### config.mk
export PLATFORM = sky130hd
export DESIGN_NAME = sorted_key_table_unit
export DESIGN_NICKNAME = d
export VERILOG_FILES = /design/src/skt_pkg.sv /design/src/sorted_key_table_unit.sv /design/src/skt_slot.sv
export SDC_FILE = /design/constraint.sdc
export NUM_CORES = 2
export LEC_CHECK = 0
export CAP_MARGIN = 20
export CORE_ASPECT_RATIO = 1.4
export CORE_MARGIN = 8
export CORE_UTILIZATION = 60
export DETAILED_ROUTE_END_ITERATION = 12
export DONT_BUFFER_PORTS = 1
export PLACE_DENSITY = 0.81
export SLEW_MARGIN = 20
export SYNTH_ARGS = -nofsm -noshare
export SYNTH_HDL_FRONTEND = slang
export SYNTH_SLANG_ARGS = --single-unit
### constraint.sdc
create_clock -name clk -period 8.5 [get_ports clk]
set_clock_uncertainty 0.15 [all_clocks]
set_input_delay 0.425 -clock clk [delete_from_list [all_inputs] [get_ports clk]]
set_output_delay 0.425 -clock clk [all_outputs]
set_load 0.02 [all_outputs]
### src/skt_pkg.sv
// shared types and constants for the sorted key table
// no dependencies; imported by skt_slot and sorted_key_table_unit
package skt_pkg;

  // field widths of the transaction payload
  localparam int KEY_W     = 27;
  localparam int ACT_W     = 2;
  localparam int STATUS_W  = 2;
  localparam int POS_W     = 4;
  localparam int COUNT_W   = 5;

  // default number of slots in the chain
  localparam int DEF_CAPACITY = 16;

  // action codes
  localparam logic [ACT_W-1:0] ACT_INSERT = 2'd0;
  localparam logic [ACT_W-1:0] ACT_LOOKUP = 2'd1;
  localparam logic [ACT_W-1:0] ACT_REMOVE = 2'd2;

  // status codes
  localparam logic [STATUS_W-1:0] ST_OK        = 2'd0;
  localparam logic [STATUS_W-1:0] ST_NOT_FOUND = 2'd1;
  localparam logic [STATUS_W-1:0] ST_FULL      = 2'd2;
  localparam logic [STATUS_W-1:0] ST_EMPTY     = 2'd3;

  typedef logic [KEY_W-1:0] key_t;

  // shift commands broadcast to every slot
  typedef struct packed {
    logic ins_en;  // shift up and drop the new key at the boundary
    logic rmv_en;  // shift down from the first match onward
  } skt_ctrl_t;

endpackage

### src/sorted_key_table_unit.sv
// sorted key table: one transaction per cycle, result registered, valid the cycle after
// acceptance; throughput 1 transaction per cycle while not stalled; every slot compares
// with the key in parallel and shifts with its neighbor in the same cycle
// the result stage holds one transaction; input stalls only while that result is stalled
// synchronous active-low reset clears the entry count and the result valid;
// slot keys are not reset and are only read below the entry count
module sorted_key_table_unit #(
  parameter int CAPACITY = skt_pkg::DEF_CAPACITY
) (
  input  logic                          clk,
  input  logic                          rst_n,
  input  logic                          in_valid,
  output logic                          in_stall,
  input  logic [skt_pkg::ACT_W-1:0]     in_action,
  input  logic [skt_pkg::KEY_W-1:0]     in_key,
  output logic                          out_valid,
  input  logic                          out_stall,
  output logic [skt_pkg::STATUS_W-1:0]  out_status,
  output logic [skt_pkg::POS_W-1:0]     out_position,
  output logic [skt_pkg::COUNT_W-1:0]   out_count
);
  import skt_pkg::*;

  localparam int IDX_W = (CAPACITY > 1) ? $clog2(CAPACITY) : 1;
  localparam int CNT_W = $clog2(CAPACITY + 1);

  logic [CNT_W-1:0] count_r;
  logic [CNT_W-1:0] count_nxt;
  logic             out_valid_r;
  logic [STATUS_W-1:0] status_r;
  logic [STATUS_W-1:0] status_nxt;
  logic [POS_W-1:0]    position_r;
  logic [POS_W-1:0]    position_nxt;
  logic [COUNT_W-1:0]  count_out_r;

  logic      fire;
  logic      full;
  logic      empty;
  logic      found;
  skt_ctrl_t ctrl;

  key_t               slot_key [CAPACITY];
  logic [CAPACITY-1:0] above;
  logic [CAPACITY-1:0] eq;
  logic [CAPACITY-1:0] ins_hit;
  logic [CAPACITY-1:0] first_hit;
  logic [IDX_W-1:0]    ins_idx;
  logic [IDX_W-1:0]    find_idx;
  logic [IDX_W+POS_W-1:0] pos_wide;
  logic [CNT_W+COUNT_W-1:0] cnt_wide;

  // handshake
  assign in_stall = out_valid_r && out_stall;
  assign fire     = in_valid && !in_stall;

  assign full  = (count_r == CNT_W'(CAPACITY));
  assign empty = (count_r == '0);
  assign found = |first_hit;

  // shift commands for the chain
  always_comb begin
    ctrl.ins_en = fire && (in_action == ACT_INSERT) && !full;
    ctrl.rmv_en = fire && (in_action == ACT_REMOVE) && !empty && found;
  end

  // chain of slots
  for (genvar i = 0; i < CAPACITY; i++) begin : g_slot
    logic slot_valid;
    key_t left_key;
    key_t right_key;
    logic left_above;
    logic left_eq;

    assign slot_valid = (CNT_W'(i) < count_r);

    if (i == 0) begin : g_first
      assign left_key   = in_key;
      assign left_above = 1'b0;
      assign left_eq    = 1'b0;
    end else begin : g_mid
      assign left_key   = slot_key[i-1];
      assign left_above = above[i-1];
      assign left_eq    = eq[i-1];
    end

    if (i == CAPACITY - 1) begin : g_last
      assign right_key = slot_key[i];
    end else begin : g_inner
      assign right_key = slot_key[i+1];
    end

    skt_slot u_slot (
      .clk         (clk),
      .ctrl        (ctrl),
      .key_in      (in_key),
      .slot_valid  (slot_valid),
      .left_key    (left_key),
      .left_above  (left_above),
      .left_eq     (left_eq),
      .right_key   (right_key),
      .key_o       (slot_key[i]),
      .above_o     (above[i]),
      .eq_o        (eq[i]),
      .ins_hit_o   (ins_hit[i]),
      .first_hit_o (first_hit[i])
    );
  end

  // one-hot hit vectors to slot index
  always_comb begin
    ins_idx  = '0;
    find_idx = '0;
    for (int j = 0; j < CAPACITY; j++) begin
      if (ins_hit[j]) begin
        ins_idx = ins_idx | IDX_W'(j);
      end
      if (first_hit[j]) begin
        find_idx = find_idx | IDX_W'(j);
      end
    end
  end

  // result and next count
  always_comb begin
    status_nxt = ST_OK;
    pos_wide   = '0;
    count_nxt  = count_r;
    case (in_action)
      ACT_INSERT: begin
        if (full) begin
          status_nxt = ST_FULL;
        end else begin
          pos_wide  = {{POS_W{1'b0}}, ins_idx};
          count_nxt = count_r + CNT_W'(1);
        end
      end
      ACT_LOOKUP, ACT_REMOVE: begin
        if (empty) begin
          status_nxt = ST_EMPTY;
        end else if (!found) begin
          status_nxt = ST_NOT_FOUND;
        end else begin
          pos_wide = {{POS_W{1'b0}}, find_idx};
          if (in_action == ACT_REMOVE) begin
            count_nxt = count_r - CNT_W'(1);
          end
        end
      end
      default: begin
        status_nxt = ST_OK;
      end
    endcase
    position_nxt = pos_wide[POS_W-1:0];
    cnt_wide     = {{COUNT_W{1'b0}}, count_nxt};
  end

  // count, result register
  always_ff @(posedge clk) begin
    if (!rst_n) begin
      count_r     <= '0;
      out_valid_r <= 1'b0;
    end else begin
      if (fire) begin
        count_r     <= count_nxt;
        out_valid_r <= 1'b1;
      end else if (!out_stall) begin
        out_valid_r <= 1'b0;
      end
    end
    if (fire) begin
      status_r    <= status_nxt;
      position_r  <= position_nxt;
      count_out_r <= cnt_wide[COUNT_W-1:0];
    end
  end

  assign out_valid    = out_valid_r;
  assign out_status   = status_r;
  assign out_position = position_r;
  assign out_count    = count_out_r;

endmodule

### src/skt_slot.sv
// one slot of the sorted key chain: holds a key, compares it with the broadcast key
// depends on skt_pkg
module skt_slot (
  input  logic              clk,
  input  skt_pkg::skt_ctrl_t ctrl,
  input  skt_pkg::key_t     key_in,
  input  logic              slot_valid,
  input  skt_pkg::key_t     left_key,
  input  logic              left_above,
  input  logic              left_eq,
  input  skt_pkg::key_t     right_key,
  output skt_pkg::key_t     key_o,
  output logic              above_o,
  output logic              eq_o,
  output logic              ins_hit_o,
  output logic              first_hit_o
);
  import skt_pkg::*;

  key_t key_r;
  key_t key_nxt;

  // local compare against the broadcast key; an empty slot counts as above
  assign above_o     = !slot_valid || (key_r > key_in);
  assign eq_o        = slot_valid && (key_r == key_in);
  // insert boundary: first slot that is above the key
  assign ins_hit_o   = above_o && !left_above;
  // first equal key: equal keys are contiguous, so check the left neighbor only
  assign first_hit_o = eq_o && !left_eq;

  // shift logic
  always_comb begin
    key_nxt = key_r;
    if (ctrl.ins_en) begin
      if (ins_hit_o) begin
        key_nxt = key_in;
      end else if (above_o) begin
        key_nxt = left_key;
      end
    end else if (ctrl.rmv_en) begin
      if (above_o || eq_o) begin
        key_nxt = right_key;
      end
    end
  end

  // key storage, no reset
  always_ff @(posedge clk) begin
    key_r <= key_nxt;
  end

  assign key_o = key_r;

endmodule
## Word level (Yosys, flattened, before mapping)

Index checks and enable logic that the tools add are counted.

- Register bits: 449
- Input bits: 33
- Word-level logic and storage cells: 381
- Output and inout bits: 13

- Multiplexer cells: 121
- Add/subtract/negate cells: 2
- Equal/unequal tests: 35
- $lt $le $gt $ge: 32
- Reductions and logical operators: 170

Operator list:

| kind | count |
|---|---|
| 2-to-1 mux 27 bit | 76 |
| equality test 27 bit | 16 |
| greater-than comparator 27 bit | 16 |
| 2-to-1 mux 4 bit | 19 |
| logical AND 1 bit | 53 |
| zero test 1 bit | 49 |
| AND reduction 3 bit | 15 |
| != test 3 x 1 -> 1 bit, second input constant | 14 |
| less-than comparator 4 x 5 -> 1 bit, first input constant | 8 |
| nonzero test 2 bit | 17 |
| logical OR 1 bit | 31 |
| 2-to-1 mux 3 bit | 8 |
| less-than comparator 3 x 5 -> 1 bit, first input constant | 4 |
| 2-to-1 mux 5 bit | 4 |
| OR reduction 16 bit | 1 |
| 2-to-1 mux 2 bit | 6 |
| less-than comparator 1 x 5 -> 1 bit, first input constant | 2 |
| less-than comparator 2 x 5 -> 1 bit, first input constant | 2 |
| one-hot mux 5 bit (2 select lines) | 1 |
| one-hot mux 4 bit (2 select lines) | 1 |
| adder 5 x 1 -> 5 bit, second input constant | 1 |
| equality test 5 bit, second input constant | 1 |
| zero test 5 bit | 1 |
| 2-to-1 mux 1 bit | 5 |
| other kinds (8) | 9 |

## Longest topological paths before layout

- Depth in word-level cells: 22
- Depth in mapped cells: 14
- Depth with buffers taken out: 11

## Hierarchy

A second synthesis with hierarchy kept.

- Cell total of the unflattened synthesis: 4270
- Area, all modules: 37523.5 µm²

Modules (own cells, without submodules):

| module | area each (µm²) | instances | sequential area each (µm²) | cells each |
|---|---|---|---|---|
| skt_slot | 2263.4 | 16 | 810.8 | 257 |
| sorted_key_table_unit | 1308.8 | 1 | 450.4 | 158 |

## Least setup slack after synthesis

No wires, ideal clock.

- Kind: in2reg
- Start point: in in_key[9] in the netlist's numbering
- End point: reg g_slot[12].u_slot.key_r[0] (enable)
- Setup time: 0.420 ns
- Data arrival time: 5.123 ns
- Buffers on the path: 1
- Cell stages on the path: 12
- Setup slack: 2.807 ns
- Path through: clkbuf_1 clkinv_1 ha_1 nand4_2 or3_1 or4_4 a21boi_1 o211a_4 a311oi_4 inv_2 a21o_4 a21oi_1

- Cells in the longest elaborated chain, start to end: 8
- Elaborated cells on any way between the ends: 75
- Classes of those cells: order compare (2); eq/ne (17); reduce/logical (56)

Ends and longest elaborated chain:

| element | RTL line | source |
|---|---|---|
| from (decl) | sorted_key_table_unit.sv:15 | `input logic [skt_pkg::KEY_W-1:0] in_key,` |
| branches (longest 7 deep; another with greater-than comparator 27 bit) | - |  |
| AND reduction 3 bit (no source line) * | - |  |
| to (signal assigned) | skt_slot.sv:49 | `key_r <= key_nxt;` |
| to (decl) | skt_slot.sv:20 | `key_t key_r;` |

Mark *: on every way between the ends.
A chain may end at the register's enable or synchronous reset.

## Worst setup path after layout

- Start point: in in_key[6] in the netlist's numbering
- End point: reg g_slot[2].u_slot.key_r[8] (enable)

- Cells in the longest elaborated chain, start to end: 8
- Elaborated cells on any way between the ends: 75
- Classes of those cells: order compare (2); eq/ne (17); reduce/logical (56)

Ends and longest elaborated chain:

| element | RTL line |
|---|---|
| branches (longest 7 deep; another with greater-than comparator 27 bit) | - |
| AND reduction 3 bit (no source line) * | - |
| to (signal assigned) | skt_slot.sv:49 |
| to (decl) | skt_slot.sv:20 |

Marked as above.

==> metrics.md <==
| Metric | Value |
|---|---|
| WL/cell | 26.5 um |
| Max VDD drop | 0.130 mV |
| Gr usage total | 33.6% |
| Synth Flop Type | edfxtp_1 |
| Initial antenna violation count | 5 |
| Initial DRC Count | 3,772 |
| Synth Area per Inst | 9.59 um2 |
| Min-Delay Path Depth | 2 |
| Crit path max-delay family | simple AND/OR/NAND/NOR gates |
| DP HPWL | 76,100 um |
| Worst setup SP type | input port |
| Final core occ | 64.7% |
| Sequential cell area fraction in the yosys report | 40.6% |
| Worst path required time | 8560 ps |
| Pin count of the biggest net entering global routing | 282 |
| Logic gate share of total power | 14.1% |
| Die Span Y | 294 um |
| Outcome | finished clean |
| Antenna Violating Nets Remaining | 0 |
| Mapped Area | 33,000 um2 |
| Post-cts repair resize count | 0 |
| Arrival @ worst endpoint | 5620 ps |
| Number of cell rows | 102 |
| Hold slack | 12.5 ps |
| Internal power | 4.11 mW |
| YS warnings | 0 |
| RSZ-0062 raised after global routing | false |
| Worst R2R Path Depth | 9 |
| Ys async rst share | 0% |
| Fmax | 0.180 GHz |
| CP Cell Sequence | dlygate4sd3_1, clkinv_1, buf_4, ha_1, nand4_1, or3_1, nor4_1, a221oi_1, and4_2, a311oi_4, inv_2, a21o_4, nor2_4 |
| First-pass GRT wire length | 164,000 um |
| Final Hold Viols | 0 |
| WS Path Type | input port to flop |
| Htree depth | 2 |
| Syn_nets | 3,916 |
| Final non-filler cell total | 4,145 |
| Clk pwr share | 40.0% |
| Sw Pwr | 1.55 mW |
| Worst min path class | input port to flop |
| Max FO, Critical Path | 27 |
| Dpl cells | 4,018 |
| Die ar. | 62,900 um2 |
| Max incr delay on CP | 950 ps |
| Setup tns final | 0 ps |
| Relative slew slack | 21.7% |
| Fin crit share | 65.4% |
| Synth-to-layout area growth | 7.46% |
| GRT overflow | 0 |
| Post-Route WL | 110,000 um |
| Vias in the first global route | 27,236 |
| PwrDens | 159 nW/um2 |
| CP Capture Type | flop |
| Layout cells sized above 1 | 4.84% |
| Worst-skew pair later-pin latency | 620 ps |
| Chip Width | 214 um |
| # port buffers | 0 |
| NumNets Final | 3,846 |
| Placeable Area | 54,900 um2 |
| Switching Share | 27.4% |
| P_leak | 14.1 nW |
| # DRC | 0 |
| Crit path time final | 5560 ps |
| Pwr Total | 5.65 mW |
| Drt first pass iters | 6 |
| Mapped Cells | 3,445 |
| Worst path bufs/invs | 4 |
| Unique masters post-synth | 92 |
| Root Driver | clkbuf_16 |
| Initial core utilization | 60.2% |
| Critical path depth | 13 |
| EDFF count, synth | 443 |
| Max-cap violations | 0 |
| Critical path's slowest cell | dlygate4sd3_1 |
| Via density | 6.85 |
| Setup Viol. Count Final | 0 |
| Flops & latches, synth | 449 |
| Vias | 28,387 |
| TritonCTS clock tree | yes |
| RePlAce Congestion | 1.05 |
| Slew Viols, Final | 0 |
| Clk slew on worst S/H paths | 60 ps |
| Reg power frac | 45.9% |
| Clock Sinks | 449 |
| Deepest clock path buffer count | 3 |
| Top-Level Pins | 46 |
| Cts bufs inserted | 47 |
| Worst-Margin Slew | 1170 ps |
## final timing paths
check / start / end / slack (ps)
worst max-delay path: in_key[6] / g_slot[2].u_slot.key_o[8] / 2940
worst min-delay path: in_key[7] / g_slot[14].u_slot.key_o[7] / 10
worst max register to register: count_r[4] / g_slot[2].u_slot.key_o[8] / 3520
worst min register to register: g_slot[15].u_slot.key_o[25] / g_slot[14].u_slot.key_o[25] / 410
## cells in the mapped netlist, drive strengths merged (9+ instances only)
| library cell | n | share of area [%] |
|---|---|---|
| and3 | 14 | 0.27 |
| ha | 438 | 17 |
| a31oi | 9 | 0.19 |
| nor2b | 17 | 0.32 |
| a211oi | 39 | 0.90 |
| nand3 | 54 | 0.82 |
| a221oi | 9 | 0.28 |
| and2 | 11 | 0.21 |
| or3 | 11 | 0.21 |
| inv | 52 | 0.59 |
| mux2i | 252 | 7.6 |
| a21o | 50 | 1.2 |
| nand2b | 10 | 0.19 |
| a21oi | 305 | 4.6 |
| nand4 | 92 | 1.8 |
| nor3 | 54 | 0.82 |
| edfxtp | 443 | 40 |
| clkbuf | 154 | 1.8 |
| or2 | 9 | 0.17 |
| nor4 | 18 | 0.36 |
| nor2 | 213 | 2.7 |
| buf | 36 | 0.62 |
| o21ai | 483 | 7.3 |
| clkinv | 27 | 0.31 |
| o21a | 20 | 0.45 |
| o211ai | 14 | 0.32 |
| a2111oi | 10 | 0.27 |
| nand2 | 486 | 5.5 |
## worst register-to-register path, stage by stage, from the launching register on
cell	delay, ps
dfxtp_1	980
nor2_1	400
a2111oi_0	850
and2_1	240
a2bb2oi_1	60
and4_2	250
a311oi_4	310
inv_2	90
a21o_4	370
nor2_4	870
## cells in the final DEF, fill, tap and decap left out, types with 8 or more instances in the layout
cell	count
a2111oi_0	10
a211oi_1	38
a21o_1	49
a21oi_1	300
a31oi_1	8
and3_1	14
buf_4	32
bufinv_16	9
clkbuf_16	49
clkinv_1	37
dlygate4sd3_1	36
edfxtp_1	443
ha_1	438
inv_1	51
mux2i_1	252
nand2_1	486
nand2b_1	9
nand3_1	52
nand3b_1	8
nand4_1	91
nor2_1	198
nor2_4	14
nor2b_1	17
nor3_1	53
nor4_1	17
o211ai_1	14
o21a_1	20
o21ai_0	482
or2_2	9
or3_1	10
## registers in the layout (all words and copies together), names as in the netlist
signal / count
out_position: 4
out_status: 2
count_r: 5
out_valid: 1
out_count: 5
g_slot.u_slot.key_o: 432
## kinds of logic after synthesis
kind of cell	synth area share [%]
AO/OA/AOI/OAI	17.5
buffers and inverters	3.33
XOR/XNOR	0.0795
multiplexers	7.74
flip-flops	40.6
adder cells (fa/ha/maj)	16.6
AND/OR/NAND/NOR	14.2
## cell type report
type | instances | area (um2)
clock inverter | 29 | 365
fill | 4290 | 19400
multi-input combinational | 2727 | 18600
timing repair buffer | 71 | 652
sequential | 449 | 13400
tap | 728 | 911
antenna | 6 | 15.0
clock buffer | 56 | 1250
inverter | 79 | 297
## metrics by stage
step	setup slack [ps]	area (um2)
after floorplan	2810	33000
after global placement	2950	33500
after detailed placement	2790	33500
after CTS	3110	35500
after global routing	2800	35500
final	2940	35500
## power groups by stage
stage	Clock [mW]	Sequential, mW	Combinational (mW)
after global routing	2.34	2.60	0.865
after floorplan	0	2.61	0.529
after global placement	0	2.64	0.696
after CTS	2.26	2.59	0.771
after detailed placement	0	2.64	0.722
final	2.26	2.59	0.796
## per-layer routing
metal / global-route usage (%) / vias to the layer above / share of wire, %
met2: 54.1 / 1773 / 45
met3: 5.83 / 513 / 9.3
met1: 38.0 / 13277 / 35
met4: 31.2 / 2 / 11
li1: - / 12822 / -
met5: 0 / - / 0.012
## repair_timing
item / CTS / global route
endpoints found under the hold margin: 201 / 0
hold buffers: 36 / 0
setup buffers: 0 / 0
No activity file was read; power rests on OpenSTA's default activity.
